==> src/hdl/tbrt_pkg.sv <==
// ----------------------------------------------------------------------------
// tbrt_pkg
// Shared types, constants and codes for the token bucket rate table.
// ----------------------------------------------------------------------------
package tbrt_pkg;

	localparam int KINDS     = 4;
	localparam int KW        = 2;
	localparam int SLOTS_DEF = 8;

	localparam int STAMP_W = 48;
	localparam int LEVEL_W = 28;
	localparam int RATE_W  = 16;
	localparam int BURST_W = 8;
	localparam int CFG_W   = 16;
	localparam int CFG_IW  = 3;

	// Shared multiplier operand and product widths.
	localparam int MUL_A_W = 28;
	localparam int MUL_B_W = 20;
	localparam int PROD_W  = MUL_A_W + MUL_B_W;

	// One whole token, in millionths.
	localparam logic [MUL_B_W-1:0] MICRO = 20'd1000000;

	localparam logic [RATE_W-1:0]  GPIO_RATE_RST  = 16'd200;
	localparam logic [RATE_W-1:0]  I2C_RATE_RST   = 16'd100;
	localparam logic [RATE_W-1:0]  HTTP_RATE_RST  = 16'd2;
	localparam logic [RATE_W-1:0]  UART_RATE_RST  = 16'd100;
	localparam logic [BURST_W-1:0] GPIO_BURST_RST = 8'd50;
	localparam logic [BURST_W-1:0] I2C_BURST_RST  = 8'd20;
	localparam logic [BURST_W-1:0] HTTP_BURST_RST = 8'd5;
	localparam logic [BURST_W-1:0] UART_BURST_RST = 8'd20;

	typedef enum logic [1:0] {
		OP_CHECK = 2'd0,
		OP_INIT  = 2'd1,
		OP_CLEAR = 2'd2,
		OP_NONE  = 2'd3
	} op_t;

	typedef enum logic [CFG_IW-1:0] {
		REG_GPIO_RATE  = 3'd0,
		REG_I2C_RATE   = 3'd1,
		REG_HTTP_RATE  = 3'd2,
		REG_UART_RATE  = 3'd3,
		REG_GPIO_BURST = 3'd4,
		REG_I2C_BURST  = 3'd5,
		REG_HTTP_BURST = 3'd6,
		REG_UART_BURST = 3'd7
	} cfg_reg_t;

	typedef enum logic [3:0] {
		S_IDLE,
		S_DEC,
		S_CAP,
		S_REF,
		S_SUM,
		S_SPEND,
		S_INIT_MUL,
		S_INIT_WR,
		S_FIN
	} state_t;

	typedef struct packed {
		logic [STAMP_W-1:0] stamp;
		logic [LEVEL_W-1:0] level;
	} entry_t;

	typedef struct packed {
		logic rd_en;
		logic wr_en;
		logic act_set;
		logic act_clr;
	} store_cmd_t;

endpackage

==> src/hdl/tbrt_cfg.sv <==
// ----------------------------------------------------------------------------
// tbrt_cfg
// Rate and burst registers for the four kinds, written through a plain port.
// ----------------------------------------------------------------------------
module tbrt_cfg (
	input  logic                                              clk,
	input  logic                                              arst_n,
	input  logic                                              cfg_we,
	input  logic [tbrt_pkg::CFG_IW-1:0]                       cfg_index,
	input  logic [tbrt_pkg::CFG_W-1:0]                        cfg_wdata,
	output logic [tbrt_pkg::KINDS-1:0][tbrt_pkg::RATE_W-1:0]  rate,
	output logic [tbrt_pkg::KINDS-1:0][tbrt_pkg::BURST_W-1:0] burst
);

	logic [tbrt_pkg::KINDS-1:0][tbrt_pkg::RATE_W-1:0]  rate_q;
	logic [tbrt_pkg::KINDS-1:0][tbrt_pkg::BURST_W-1:0] burst_q;

	always_ff @(posedge clk or negedge arst_n) begin
		if (!arst_n) begin
			rate_q[0]  <= tbrt_pkg::GPIO_RATE_RST;
			rate_q[1]  <= tbrt_pkg::I2C_RATE_RST;
			rate_q[2]  <= tbrt_pkg::HTTP_RATE_RST;
			rate_q[3]  <= tbrt_pkg::UART_RATE_RST;
			burst_q[0] <= tbrt_pkg::GPIO_BURST_RST;
			burst_q[1] <= tbrt_pkg::I2C_BURST_RST;
			burst_q[2] <= tbrt_pkg::HTTP_BURST_RST;
			burst_q[3] <= tbrt_pkg::UART_BURST_RST;
		end else if (cfg_we) begin
			case (tbrt_pkg::cfg_reg_t'(cfg_index))
				tbrt_pkg::REG_GPIO_RATE:  rate_q[0]  <= cfg_wdata;
				tbrt_pkg::REG_I2C_RATE:   rate_q[1]  <= cfg_wdata;
				tbrt_pkg::REG_HTTP_RATE:  rate_q[2]  <= cfg_wdata;
				tbrt_pkg::REG_UART_RATE:  rate_q[3]  <= cfg_wdata;
				tbrt_pkg::REG_GPIO_BURST: burst_q[0] <= cfg_wdata[tbrt_pkg::BURST_W-1:0];
				tbrt_pkg::REG_I2C_BURST:  burst_q[1] <= cfg_wdata[tbrt_pkg::BURST_W-1:0];
				tbrt_pkg::REG_HTTP_BURST: burst_q[2] <= cfg_wdata[tbrt_pkg::BURST_W-1:0];
				tbrt_pkg::REG_UART_BURST: burst_q[3] <= cfg_wdata[tbrt_pkg::BURST_W-1:0];
				default: ;
			endcase
		end
	end

	assign rate  = rate_q;
	assign burst = burst_q;

endmodule

==> src/hdl/tbrt_mul.sv <==
// ----------------------------------------------------------------------------
// tbrt_mul
// Shared unsigned multiplier with a registered product.
// ----------------------------------------------------------------------------
module tbrt_mul (
	input  logic                          clk,
	input  logic                          en,
	input  logic [tbrt_pkg::MUL_A_W-1:0]  a,
	input  logic [tbrt_pkg::MUL_B_W-1:0]  b,
	output logic [tbrt_pkg::PROD_W-1:0]   prod
);

	logic [tbrt_pkg::PROD_W-1:0] prod_q;

	always_ff @(posedge clk) begin
		if (en) begin
			prod_q <= tbrt_pkg::PROD_W'(a) * tbrt_pkg::PROD_W'(b);
		end
	end

	assign prod = prod_q;

endmodule

==> src/hdl/tbrt_store.sv <==
// ----------------------------------------------------------------------------
// tbrt_store
// Bucket memory (stamp and level per bucket) and per-slot active flags.
// ----------------------------------------------------------------------------
module tbrt_store #(
	parameter int SLOTS = tbrt_pkg::SLOTS_DEF,
	parameter int SW    = (SLOTS > 1) ? $clog2(SLOTS) : 1,
	parameter int AW    = SW + tbrt_pkg::KW
) (
	input  logic                   clk,
	input  logic                   arst_n,
	input  tbrt_pkg::store_cmd_t   cmd,
	input  logic [AW-1:0]          rd_addr,
	output tbrt_pkg::entry_t       rd_data,
	input  logic [AW-1:0]          wr_addr,
	input  tbrt_pkg::entry_t       wr_data,
	input  logic [SW-1:0]          act_slot,
	output logic                   act
);

	localparam int ENTRIES = SLOTS * tbrt_pkg::KINDS;

	tbrt_pkg::entry_t mem [ENTRIES];
	tbrt_pkg::entry_t rd_data_q;
	logic [SLOTS-1:0] active_q;

	// Read entries are only used once init has written the whole slot, so the
	// memory itself needs no clearing.
	always_ff @(posedge clk) begin
		if (cmd.wr_en) begin
			mem[wr_addr] <= wr_data;
		end
	end

	always_ff @(posedge clk) begin
		if (cmd.rd_en) begin
			rd_data_q <= mem[rd_addr];
		end
	end

	always_ff @(posedge clk or negedge arst_n) begin
		if (!arst_n) begin
			active_q <= '0;
		end else if (cmd.act_set) begin
			active_q[act_slot] <= 1'b1;
		end else if (cmd.act_clr) begin
			active_q[act_slot] <= 1'b0;
		end
	end

	assign rd_data = rd_data_q;
	assign act     = active_q[act_slot];

endmodule

==> src/hdl/token_bucket_rate_table.sv <==
// ----------------------------------------------------------------------------
// token_bucket_rate_table
// Table of token buckets, one per client slot and kind, with check, init
// and clear operations run by a small sequencer around one multiplier.
// ----------------------------------------------------------------------------
// A check runs decode, capacity, refill, sum and spend; an init runs a
// multiply and a write for each kind in turn; a clear or a refused item
// only decodes. A new item is taken only in idle, after the result has
// moved to the output register; the multiplier and write port are shared.
// Reset clears all active flags, restores the rate and burst registers and
// leaves the sequencer idle; the bucket memory is not cleared.
// ----------------------------------------------------------------------------
module token_bucket_rate_table #(
	parameter int SLOTS = tbrt_pkg::SLOTS_DEF
) (
	input  logic                              clk,
	input  logic                              arst_n,
	// Request channel.
	input  logic                              in_valid,
	output logic                              in_ready,
	input  logic [1:0]                        op,
	input  logic [7:0]                        slot,
	input  logic [2:0]                        kind,
	input  logic [tbrt_pkg::STAMP_W-1:0]      now_us,
	// Result channel.
	output logic                              out_valid,
	input  logic                              out_ready,
	output logic                              granted,
	// Configuration write port.
	input  logic                              cfg_we,
	input  logic [tbrt_pkg::CFG_IW-1:0]       cfg_index,
	input  logic [tbrt_pkg::CFG_W-1:0]        cfg_wdata
);

	localparam int SW = (SLOTS > 1) ? $clog2(SLOTS) : 1;
	localparam int KW = tbrt_pkg::KW;
	localparam int AW = SW + KW;
	localparam int LW = tbrt_pkg::LEVEL_W;
	localparam int SUM_W = 45;

	// Configuration registers.
	logic [tbrt_pkg::KINDS-1:0][tbrt_pkg::RATE_W-1:0]  rate_all;
	logic [tbrt_pkg::KINDS-1:0][tbrt_pkg::BURST_W-1:0] burst_all;

	tbrt_cfg u_cfg (
		.clk       (clk),
		.arst_n    (arst_n),
		.cfg_we    (cfg_we),
		.cfg_index (cfg_index),
		.cfg_wdata (cfg_wdata),
		.rate      (rate_all),
		.burst     (burst_all)
	);

	// Sequencer state and the item being worked on.
	tbrt_pkg::state_t state_q, state_d;
	tbrt_pkg::op_t    op_q;
	logic [7:0]       slot_q;
	logic [2:0]       kind_q;
	logic [tbrt_pkg::STAMP_W-1:0] now_q;
	logic [KW-1:0]    k_q;

	// Working registers of a check.
	logic [LW-1:0]    el_q;
	logic             sat_q;
	logic [LW-1:0]    cap_q;
	logic [LW-1:0]    lvl_q;
	logic             grant_q;

	// Output register.
	logic             out_valid_q;
	logic             granted_q;

	// Shared multiplier.
	logic                          mul_en;
	logic [tbrt_pkg::MUL_A_W-1:0]  mul_a;
	logic [tbrt_pkg::MUL_B_W-1:0]  mul_b;
	logic [tbrt_pkg::PROD_W-1:0]   prod;

	tbrt_mul u_mul (
		.clk  (clk),
		.en   (mul_en),
		.a    (mul_a),
		.b    (mul_b),
		.prod (prod)
	);

	// Bucket store.
	tbrt_pkg::store_cmd_t cmd;
	logic [AW-1:0]        rd_addr;
	logic [AW-1:0]        wr_addr;
	tbrt_pkg::entry_t     rd_data;
	tbrt_pkg::entry_t     wr_data;
	logic                 act;

	tbrt_store #(
		.SLOTS (SLOTS),
		.SW    (SW),
		.AW    (AW)
	) u_store (
		.clk      (clk),
		.arst_n   (arst_n),
		.cmd      (cmd),
		.rd_addr  (rd_addr),
		.rd_data  (rd_data),
		.wr_addr  (wr_addr),
		.wr_data  (wr_data),
		.act_slot (slot_q[SW-1:0]),
		.act      (act)
	);

	logic                         accept;
	logic                         slot_ok;
	logic                         kind_ok;
	logic [tbrt_pkg::RATE_W-1:0]  rate_sel;
	logic [tbrt_pkg::BURST_W-1:0] burst_sel;
	logic [tbrt_pkg::STAMP_W-1:0] elapsed;
	logic [SUM_W-1:0]             sum;
	logic [LW-1:0]                lvl_capped;
	logic                         can_spend;
	logic [LW-1:0]                lvl_spent;
	logic                         out_free;

	assign accept   = in_valid && in_ready;
	assign in_ready = (state_q == tbrt_pkg::S_IDLE);
	assign out_free = !out_valid_q || out_ready;

	// Slot must be below the slot count; a kind above three is refused.
	assign slot_ok   = (9'(slot_q) < 9'(SLOTS));
	assign kind_ok   = !kind_q[2];
	assign rate_sel  = rate_all[kind_q[KW-1:0]];
	assign burst_sel = burst_all[kind_q[KW-1:0]];

	// The bucket is read as the item is accepted, so its entry is ready
	// when the sequencer decodes the operation.
	assign rd_addr = {slot[SW-1:0], kind[KW-1:0]};

	// Time running backwards counts as no time at all.
	assign elapsed = (now_q > rd_data.stamp) ? (now_q - rd_data.stamp) : '0;

	// Refill: a long gap with a nonzero rate fills the bucket outright;
	// otherwise the product of elapsed time and rate is added. A zero rate
	// gives a zero product, so the old level just passes through.
	assign sum = (sat_q && (rate_sel != '0)) ? SUM_W'(cap_q)
		: (SUM_W'(rd_data.level) + prod[SUM_W-1:0]);
	assign lvl_capped = (sum > SUM_W'(cap_q)) ? cap_q : sum[LW-1:0];

	assign can_spend = (lvl_q >= LW'(tbrt_pkg::MICRO));
	assign lvl_spent = can_spend ? (lvl_q - LW'(tbrt_pkg::MICRO)) : lvl_q;

	// Next state, multiplier operands and store commands.
	always_comb begin
		state_d     = state_q;
		mul_en      = 1'b0;
		mul_a       = '0;
		mul_b       = '0;
		cmd         = '0;
		cmd.rd_en   = accept;
		wr_addr     = {slot_q[SW-1:0], kind_q[KW-1:0]};
		wr_data     = '0;
		case (state_q)
			tbrt_pkg::S_IDLE: begin
				if (in_valid) begin
					state_d = tbrt_pkg::S_DEC;
				end
			end
			tbrt_pkg::S_DEC: begin
				state_d = tbrt_pkg::S_FIN;
				if (slot_ok) begin
					case (op_q)
						tbrt_pkg::OP_CHECK: begin
							if (kind_ok && act) begin
								state_d = tbrt_pkg::S_CAP;
							end
						end
						tbrt_pkg::OP_INIT:  state_d = tbrt_pkg::S_INIT_MUL;
						tbrt_pkg::OP_CLEAR: cmd.act_clr = 1'b1;
						tbrt_pkg::OP_NONE:  ;
						default: ;
					endcase
				end
			end
			tbrt_pkg::S_CAP: begin
				// Capacity in millionths.
				mul_en  = 1'b1;
				mul_a   = tbrt_pkg::MUL_A_W'(burst_sel);
				mul_b   = tbrt_pkg::MICRO;
				state_d = tbrt_pkg::S_REF;
			end
			tbrt_pkg::S_REF: begin
				// Refill amount: elapsed microseconds times tokens per second.
				mul_en  = 1'b1;
				mul_a   = el_q;
				mul_b   = tbrt_pkg::MUL_B_W'(rate_sel);
				state_d = tbrt_pkg::S_SUM;
			end
			tbrt_pkg::S_SUM: begin
				state_d = tbrt_pkg::S_SPEND;
			end
			tbrt_pkg::S_SPEND: begin
				cmd.wr_en     = 1'b1;
				wr_data.stamp = now_q;
				wr_data.level = lvl_spent;
				state_d       = tbrt_pkg::S_FIN;
			end
			tbrt_pkg::S_INIT_MUL: begin
				mul_en  = 1'b1;
				mul_a   = tbrt_pkg::MUL_A_W'(burst_all[k_q]);
				mul_b   = tbrt_pkg::MICRO;
				state_d = tbrt_pkg::S_INIT_WR;
			end
			tbrt_pkg::S_INIT_WR: begin
				cmd.wr_en     = 1'b1;
				wr_addr       = {slot_q[SW-1:0], k_q};
				wr_data.stamp = now_q;
				wr_data.level = prod[LW-1:0];
				if (k_q == KW'(tbrt_pkg::KINDS - 1)) begin
					cmd.act_set = 1'b1;
					state_d     = tbrt_pkg::S_FIN;
				end else begin
					state_d = tbrt_pkg::S_INIT_MUL;
				end
			end
			tbrt_pkg::S_FIN: begin
				if (out_free) begin
					state_d = tbrt_pkg::S_IDLE;
				end
			end
			default: state_d = tbrt_pkg::S_IDLE;
		endcase
	end

	always_ff @(posedge clk or negedge arst_n) begin
		if (!arst_n) begin
			state_q <= tbrt_pkg::S_IDLE;
		end else begin
			state_q <= state_d;
		end
	end

	// Item registers and the working registers of the sequence.
	always_ff @(posedge clk) begin
		if (accept) begin
			op_q   <= tbrt_pkg::op_t'(op);
			slot_q <= slot;
			kind_q <= kind;
			now_q  <= now_us;
		end
		case (state_q)
			tbrt_pkg::S_DEC: begin
				grant_q <= 1'b0;
				k_q     <= '0;
			end
			tbrt_pkg::S_CAP: begin
				sat_q <= |elapsed[tbrt_pkg::STAMP_W-1:LW];
				el_q  <= elapsed[LW-1:0];
			end
			tbrt_pkg::S_REF: begin
				cap_q <= prod[LW-1:0];
			end
			tbrt_pkg::S_SUM: begin
				lvl_q <= lvl_capped;
			end
			tbrt_pkg::S_SPEND: begin
				grant_q <= can_spend;
			end
			tbrt_pkg::S_INIT_WR: begin
				k_q <= k_q + KW'(1);
			end
			default: ;
		endcase
	end

	// Output register: the result waits here while the next item is taken.
	always_ff @(posedge clk or negedge arst_n) begin
		if (!arst_n) begin
			out_valid_q <= 1'b0;
		end else if (state_q == tbrt_pkg::S_FIN && out_free) begin
			out_valid_q <= 1'b1;
		end else if (out_ready) begin
			out_valid_q <= 1'b0;
		end
	end

	always_ff @(posedge clk) begin
		if (state_q == tbrt_pkg::S_FIN && out_free) begin
			granted_q <= grant_q;
		end
	end

	assign out_valid = out_valid_q;
	assign granted   = granted_q;

	// An accepted item always goes to decode next.
	a_accept_dec: assert property (@(posedge clk) disable iff (!arst_n)
		accept |=> (state_q == tbrt_pkg::S_DEC))
		else $error("accepted item did not enter decode");

	// The bucket memory is never written while the sequencer is idle.
	a_no_idle_write: assert property (@(posedge clk) disable iff (!arst_n)
		(state_q == tbrt_pkg::S_IDLE) |-> !cmd.wr_en)
		else $error("bucket write while idle");

	// The refilled level never exceeds the capacity of the bucket.
	a_level_capped: assert property (@(posedge clk) disable iff (!arst_n)
		(state_q == tbrt_pkg::S_SPEND) |-> (lvl_q <= cap_q))
		else $error("refilled level above capacity");

	// Init finishes after writing the last kind of the slot.
	a_init_done: assert property (@(posedge clk) disable iff (!arst_n)
		(state_q == tbrt_pkg::S_INIT_WR && k_q == KW'(tbrt_pkg::KINDS - 1))
		|=> (state_q == tbrt_pkg::S_FIN))
		else $error("init did not finish after last kind");

endmodule

==> config.mk <==
export PLATFORM = sky130hd
export DESIGN_NAME = token_bucket_rate_table
export DESIGN_NICKNAME = d
export VERILOG_FILES = /design/src/hdl/tbrt_pkg.sv /design/src/hdl/tbrt_cfg.sv /design/src/hdl/tbrt_mul.sv /design/src/hdl/tbrt_store.sv /design/src/hdl/token_bucket_rate_table.sv
export SDC_FILE = /design/constraint.sdc
export NUM_CORES = 2
export LEC_CHECK = 0
export BUFFER_PORTS_ARGS = -buffer_cell sky130_fd_sc_hd__buf_2
export CAP_MARGIN = 20
export CORE_ASPECT_RATIO = 0.5
export CORE_MARGIN = 1.5
export CORE_UTILIZATION = 50
export CTS_CLUSTER_SIZE = 10
export DETAILED_ROUTE_END_ITERATION = 12
export PLACE_DENSITY = 0.65
export SLEW_MARGIN = 10
export SYNTH_ARGS = -nofsm -noshare
export SYNTH_HDL_FRONTEND = slang
export SYNTH_SLANG_ARGS = --single-unit
==> constraint.sdc <==
create_clock -name clk -period 11.8 [get_ports clk]
set_clock_uncertainty 0.15 [all_clocks]
set_input_delay 2.95 -clock clk [delete_from_list [all_inputs] [get_ports clk]]
set_output_delay 2.95 -clock clk [all_outputs]
set_load 0.005 [all_outputs]
Yosys cells after proc, flatten, opt, wreduce, memory -nomap -nowiden
Memories as Yosys holds them, arrays and structs flattened. A register that Yosys moved wholly into a read port is not among the register bits.
Cells that the tools add are included.

storage, ports and cells
  register bits after elaboration = 304
  memory bits (writable) = 2432
  input port bits = 85
  memories = 1

memory list
  memory       words  bits a word  rd ports  clocked after memory_dff  wr ports  RTL line          RTL
  u_store.mem  32     76           1         1                         1         tbrt_store.sv:23  tbrt_pkg::entry_t mem [ENTRIES];

operators by class
  magnitude comparators = 8
  $add $sub $neg = 4
  bitwise operators = 3
  multiply operators = 1
  muxes and demuxes = 40
  reduce and logical (&&, ||, !) cells = 29
  eq/ne operators = 20

operator list
  operator                                                                               number
  76-bit one-hot mux with 2 select lines                                                 1
  28-bit one-hot mux with 3 select lines                                                 1
  28-bit 2-to-1 mux                                                                      2
  48-bit greater-than comparator                                                         1
  48-bit 2-to-1 mux                                                                      1
  48-bit subtractor                                                                      1
  28-bit by 45-bit adder with 45-bit output                                              1
  45-bit by 28-bit greater-than comparator with 1-bit output                             1
  28-bit by 20-bit multiplier with 45-bit output                                         1
  45-bit 2-to-1 mux                                                                      1
  20-bit one-hot mux with 2 select lines                                                 1
  4-bit one-hot mux with 9 select lines                                                  1
  16-bit binary-select mux with 2-bit select                                             1
  8-bit binary-select mux with 2-bit select                                              2
  8-bit 2-to-1 mux                                                                       4
  28-bit by 20-bit greater-or-equal comparator with 1-bit output, second input constant  1
  28-bit by 20-bit subtractor with 28-bit output, second input constant                  1
  4-bit 2-to-1 mux                                                                       5
  20-bit OR reduction                                                                    1
  2-bit AND reduction                                                                    9
  4-bit by 3-bit equality test with 1-bit output, second input constant                  4
  16-bit 2-to-1 mux                                                                      1
  16-bit nonzero test                                                                    1
  1-bit 2-to-1 mux                                                                       13
  other kinds (32)                                                                       49

Longest topological paths before layout
  depth after elaboration = 8
  depth in mapped cells = 34

Hierarchy
From an unflattened synthesis, not the netlist that was laid out.

unflattened totals
  cells, all modules = 7763
  area total of the unflattened synthesis = 131874.0 um2

by module, submodules not included
  module                   cells an instance  seq. area each (um2)  instances  area each (um2)
  tbrt_store               3877               75512.4               1          94307.9
  tbrt_mul                 2145               1441.4                1          19832.8
  token_bucket_rate_table  1530               4629.4                1          14010.9
  tbrt_cfg                 211                2426.1                1          3722.3

Least setup slack after synthesis
Ideal clock, no wire load.

  path kind = flip-flop to flip-flop
  start point = register state_q[2]
  end point = register u_mul.prod_q (netlist bit u_mul.prod[42]), data pin
  path slack = 3.100 ns
  stages on the path, launching flop included = 32
  arrival = 8.292 ns
  library setup time = 0.258 ns
  buffers on the path = 2
  cells stage by stage = dfrtp_1 -> clkbuf_1 -> nor2_1 -> nand3_1 -> clkinv_1 -> clkbuf_1 -> nor2_1 -> inv_1 -> nand2_1 -> nor2_1 -> fa_1 -> inv_1 -> fa_1 -> inv_1 -> fa_1 -> fa_1 -> fa_1 -> fa_1 -> inv_1 -> fa_1 -> inv_1 -> ha_1 -> and3_1 -> and3_1 -> a22oi_1 -> nand2_1 -> and3_1 -> o221a_2 -> o41ai_1 -> o31a_1 -> nor2b_1 -> xnor2_1

on the way
  longest elaborated chain between the ends = 4
  elaborated cells on any way between the ends = 7

ends and longest elaborated chain
  element                                                                                                                  RTL line                        RTL
  from (decl)                                                                                                              token_bucket_rate_table.sv:56   tbrt_pkg::state_t state_q, state_d;
  from (signal assigned)                                                                                                   token_bucket_rate_table.sv:235  state_q <= tbrt_pkg::S_IDLE;
  from (signal assigned)                                                                                                   token_bucket_rate_table.sv:237  state_q <= state_d;
  4-bit by 2-bit equality test with 1-bit output / 4-bit by 3-bit equality test with 1-bit output (equally long branches)  token_bucket_rate_table.sv:161  case (state_q)
  2-bit OR reduction (no source line)                                                                                      n/a
  20-bit one-hot mux with 2 select lines                                                                                   token_bucket_rate_table.sv:161
  28-bit by 20-bit multiplier with 45-bit output *                                                                         tbrt_mul.sv:17                  prod_q <= tbrt_pkg::PROD_W'(a) * tbrt_pkg::PROD_W'(b);
  to (signal assigned)                                                                                                     tbrt_mul.sv:17
  to (decl)                                                                                                                tbrt_mul.sv:13                  logic [tbrt_pkg::PROD_W-1:0] prod_q;

Mark *: on every way between the ends. The rest lies on a longest branch, timed or not.
A chain may end at the register's enable or synchronous reset.

Worst setup path in the final report
  start point = register state_q[2]
  end point = register u_mul.prod_q (netlist bit u_mul.prod[44]), data pin

Same word-level chain as after synthesis.

==> flow_summary.ini <==
[die]
die_h_um = 364
initial_core_util_pct = 50.3
dieArea_um2 = 264000
row_count = 132
die_w_um = 725
ios = 88
coreArea_um2 = 259000

[worst_setup_path]
slowest_delay_ps = 790
worstPathMaxFanout = 92
path_common_cell = fa_1
cp-start-kind = register
worstPathArrival_ps = 10820
endpoint_kind = register
cp.required_ps = 12180
worstSetupPathType = reg2reg
cp_slowest_cell = inv_4

[timing]
period_share_pct = 88.5
rsz0062_at_grt = false
slew_viol_final = 0
min_period_ps = 10450
tns_ps = 0
finalHoldViolCount = 0
clock.fmax_mhz = 95.7
slew_headroom_pct = 16.2
worst_pin_slew_ps = 1250
fin_hold_ws_ps = 275
setup_violations = 0

[clock_network]
cts.sinks = 2812
clk_pin_slew_worst_paths_ps = 60
clock_latency_ps = 880
cts_buffers = 324
ctsResizeCount = 0
h-tree-depth = 5
clk_path_buf_depth = 4
cts_setup_buffers = 0
hold_buffers = 0
cts_root_buf = clkbuf_16
cts_tree = built

[synth]
yosysMostFrequentCell = edfxtp_1
syn_inst = 7343
synth_common_cells = 2,703 x edfxtp_1, 789 x mux4_2, 624 x inv_1
synth_area_leader_cell = edfxtp_1
seq_area_frac_synth_pct = 64.4
synth-edff-count = 2703
yosys_warnings = 0
ys.flop_type = edfxtp_1
synth_top_area_share_pct = 62.3
synth_seq_cells = 2812
synthArstFlopShare_pct = 3.88
netlist_top_cells_area = edfxtp_1 62%, mux4_2 14%, fa_1 7.0%
syn_avg_cell_area_um2 = 17.7
ys_types = 83
syn_area_um2 = 130000

[routing]
num_vias = 69600
wl_per_cell_um = 30.9
detail-route-antenna-nets = 0
first_pass_iters = 5
drt_iter0_drc = 9175
routed_wirelength_um = 346000
avgViaCountPerCell = 6.23
drc = 0

[place]
place_congestion = 0.910
port_buffers = 87
post-dp-hpwl_um = 196000

[global_route]
grt_overflow = 0
antenna_found_initial = 9
grt_pass1_wl_um = 500000
grt_max_degree = 135
grt_pass1_vias = 69700
grt_usage_pct = 26.3

[worst_hold_path]
hp-class = reg2reg

[final_layout]
layout.nets = 8441
area_growth_pct = 11.0
drive_gt1_share_pct = 22.0
fill_cells = 19800

[flow_run]
max_cap_viol_count = 0

[pwr]
power_density_nw_per_um2 = 157
power.leakage_nw = 44.6
max-vdd-ir-drop_uv = 151

[outcome]
status = finished clean
## cell families (layout without fill, tap and decap cells)
group	Yosys count	after routing	share of synthesized area, %
buffers and inverters	948	1225	2.74
AOI/OAI and AO/OA	524	524	2.58
DFF	2812	2812	64.4
muxes	1049	1049	15.9
xor gates and xnor gates	122	122	0.821
adders and majority gates	706	706	9.42
and+or+nand+nor	1180	1180	4.13
other	2	75	0.00577
## where the power goes
group,switching [mW],internal (mW)
sequential,0.164,11.1
clock,3.71,4.94
combinational,1.81,0.959
## layout make-up
type / count / area (um^2) / area share (%)
diodes: 1 / 2.50 / 0.00173
clock buffers: 347 / 8300 / 5.74
clock inverters: 21 / 280 / 0.194
inverters: 625 / 2350 / 1.62
multi-input cells: 3655 / 43400 / 30.0
flip-flops and latches: 2812 / 83900 / 58.1
well taps: 3484 / 4360 / 3.02
repair buffers: 232 / 1970 / 1.36
## layout by cell type, fill, tap and decap left out, types with 19 or more instances in the layout
master / count
nor3_1: 40
nand3_1: 53
edfxtp_1: 2703
dfstp_2: 19
mux2_2: 212
mux2i_1: 29
nor2_4: 32
and2_1: 75
conb_1: 74
o21a_1: 23
mux4_2: 789
o21bai_1: 21
dfrtp_1: 89
and3_1: 52
buf_4: 110
buf_12: 20
clkbuf_16: 329
inv_1: 623
buf_2: 81
or2_2: 20
fa_1: 458
o21ai_0: 107
a21o_1: 69
ha_1: 248
mux2_1: 19
o211ai_1: 20
xor2_1: 47
a211oi_1: 25
nor2_1: 299
xnor2_1: 75
a21oi_1: 162
nand4_1: 33
nand2b_1: 23
nand2_1: 445
## routing by layer
metal	track usage, %	vias to the layer above	routed length (um)
met5	0	-	13
met4	5.64	2	7230
met3	5.55	472	33200
met2	40.6	3300	159000
met1	39.1	37300	146000
li1	-	28500	-
## flip-flops by register name, summed over array words and instances, names as in the netlist, 3 cells and up, named ones only
name,count
u_cfg.burst,32
u_store.mem,2432
now_q,48
state_q,4
u_cfg.rate,64
el_q,28
kind_q,3
u_store.rd_data,76
cap_q,28
u_mul.prod,45
slot_q,8
lvl_q,28
## critical path, delay by kind of cell, from the launching register on
family / cells / cell delay (ps)
AOI/OAI and AO/OA: 8 / 1960
xor gates and xnor gates: 1 / 140
adders and majority gates: 8 / 3760
buffers and inverters: 7 / 1490
DFF: 1 / 650
and+or+nand+nor: 5 / 1920
## per-stage QoR
step	util [%]	power, mW	setup WS (ps)	cell area [um^2]	instances
floorplan	-	13.2	3100	130000	7415
global placement	52.4	14.1	1650	136000	10800
detailed placement	52.4	14.2	1540	136000	10800
CTS	55.7	22.7	1490	144000	11200
global route	55.8	23.4	973	145000	11200
finish	55.8	22.7	1350	145000	11200
## worst paths after layout
check                                start             end  slack (ps)  cells past startpoint
min in group asynchronous           arst_n       async pin        1910                      1
worst max register to register  state_q[2]  u_mul.prod[44]        1350                     29
max in group asynchronous           arst_n   u_cfg.rate[7]        8560                      3
worst max-delay path            state_q[2]  u_mul.prod[44]        1350                     29
worst min-delay path               grant_q         granted         270                      0
worst min register to register     grant_q         granted         270                      0
No activity file was read; power rests on OpenSTA's default activity.
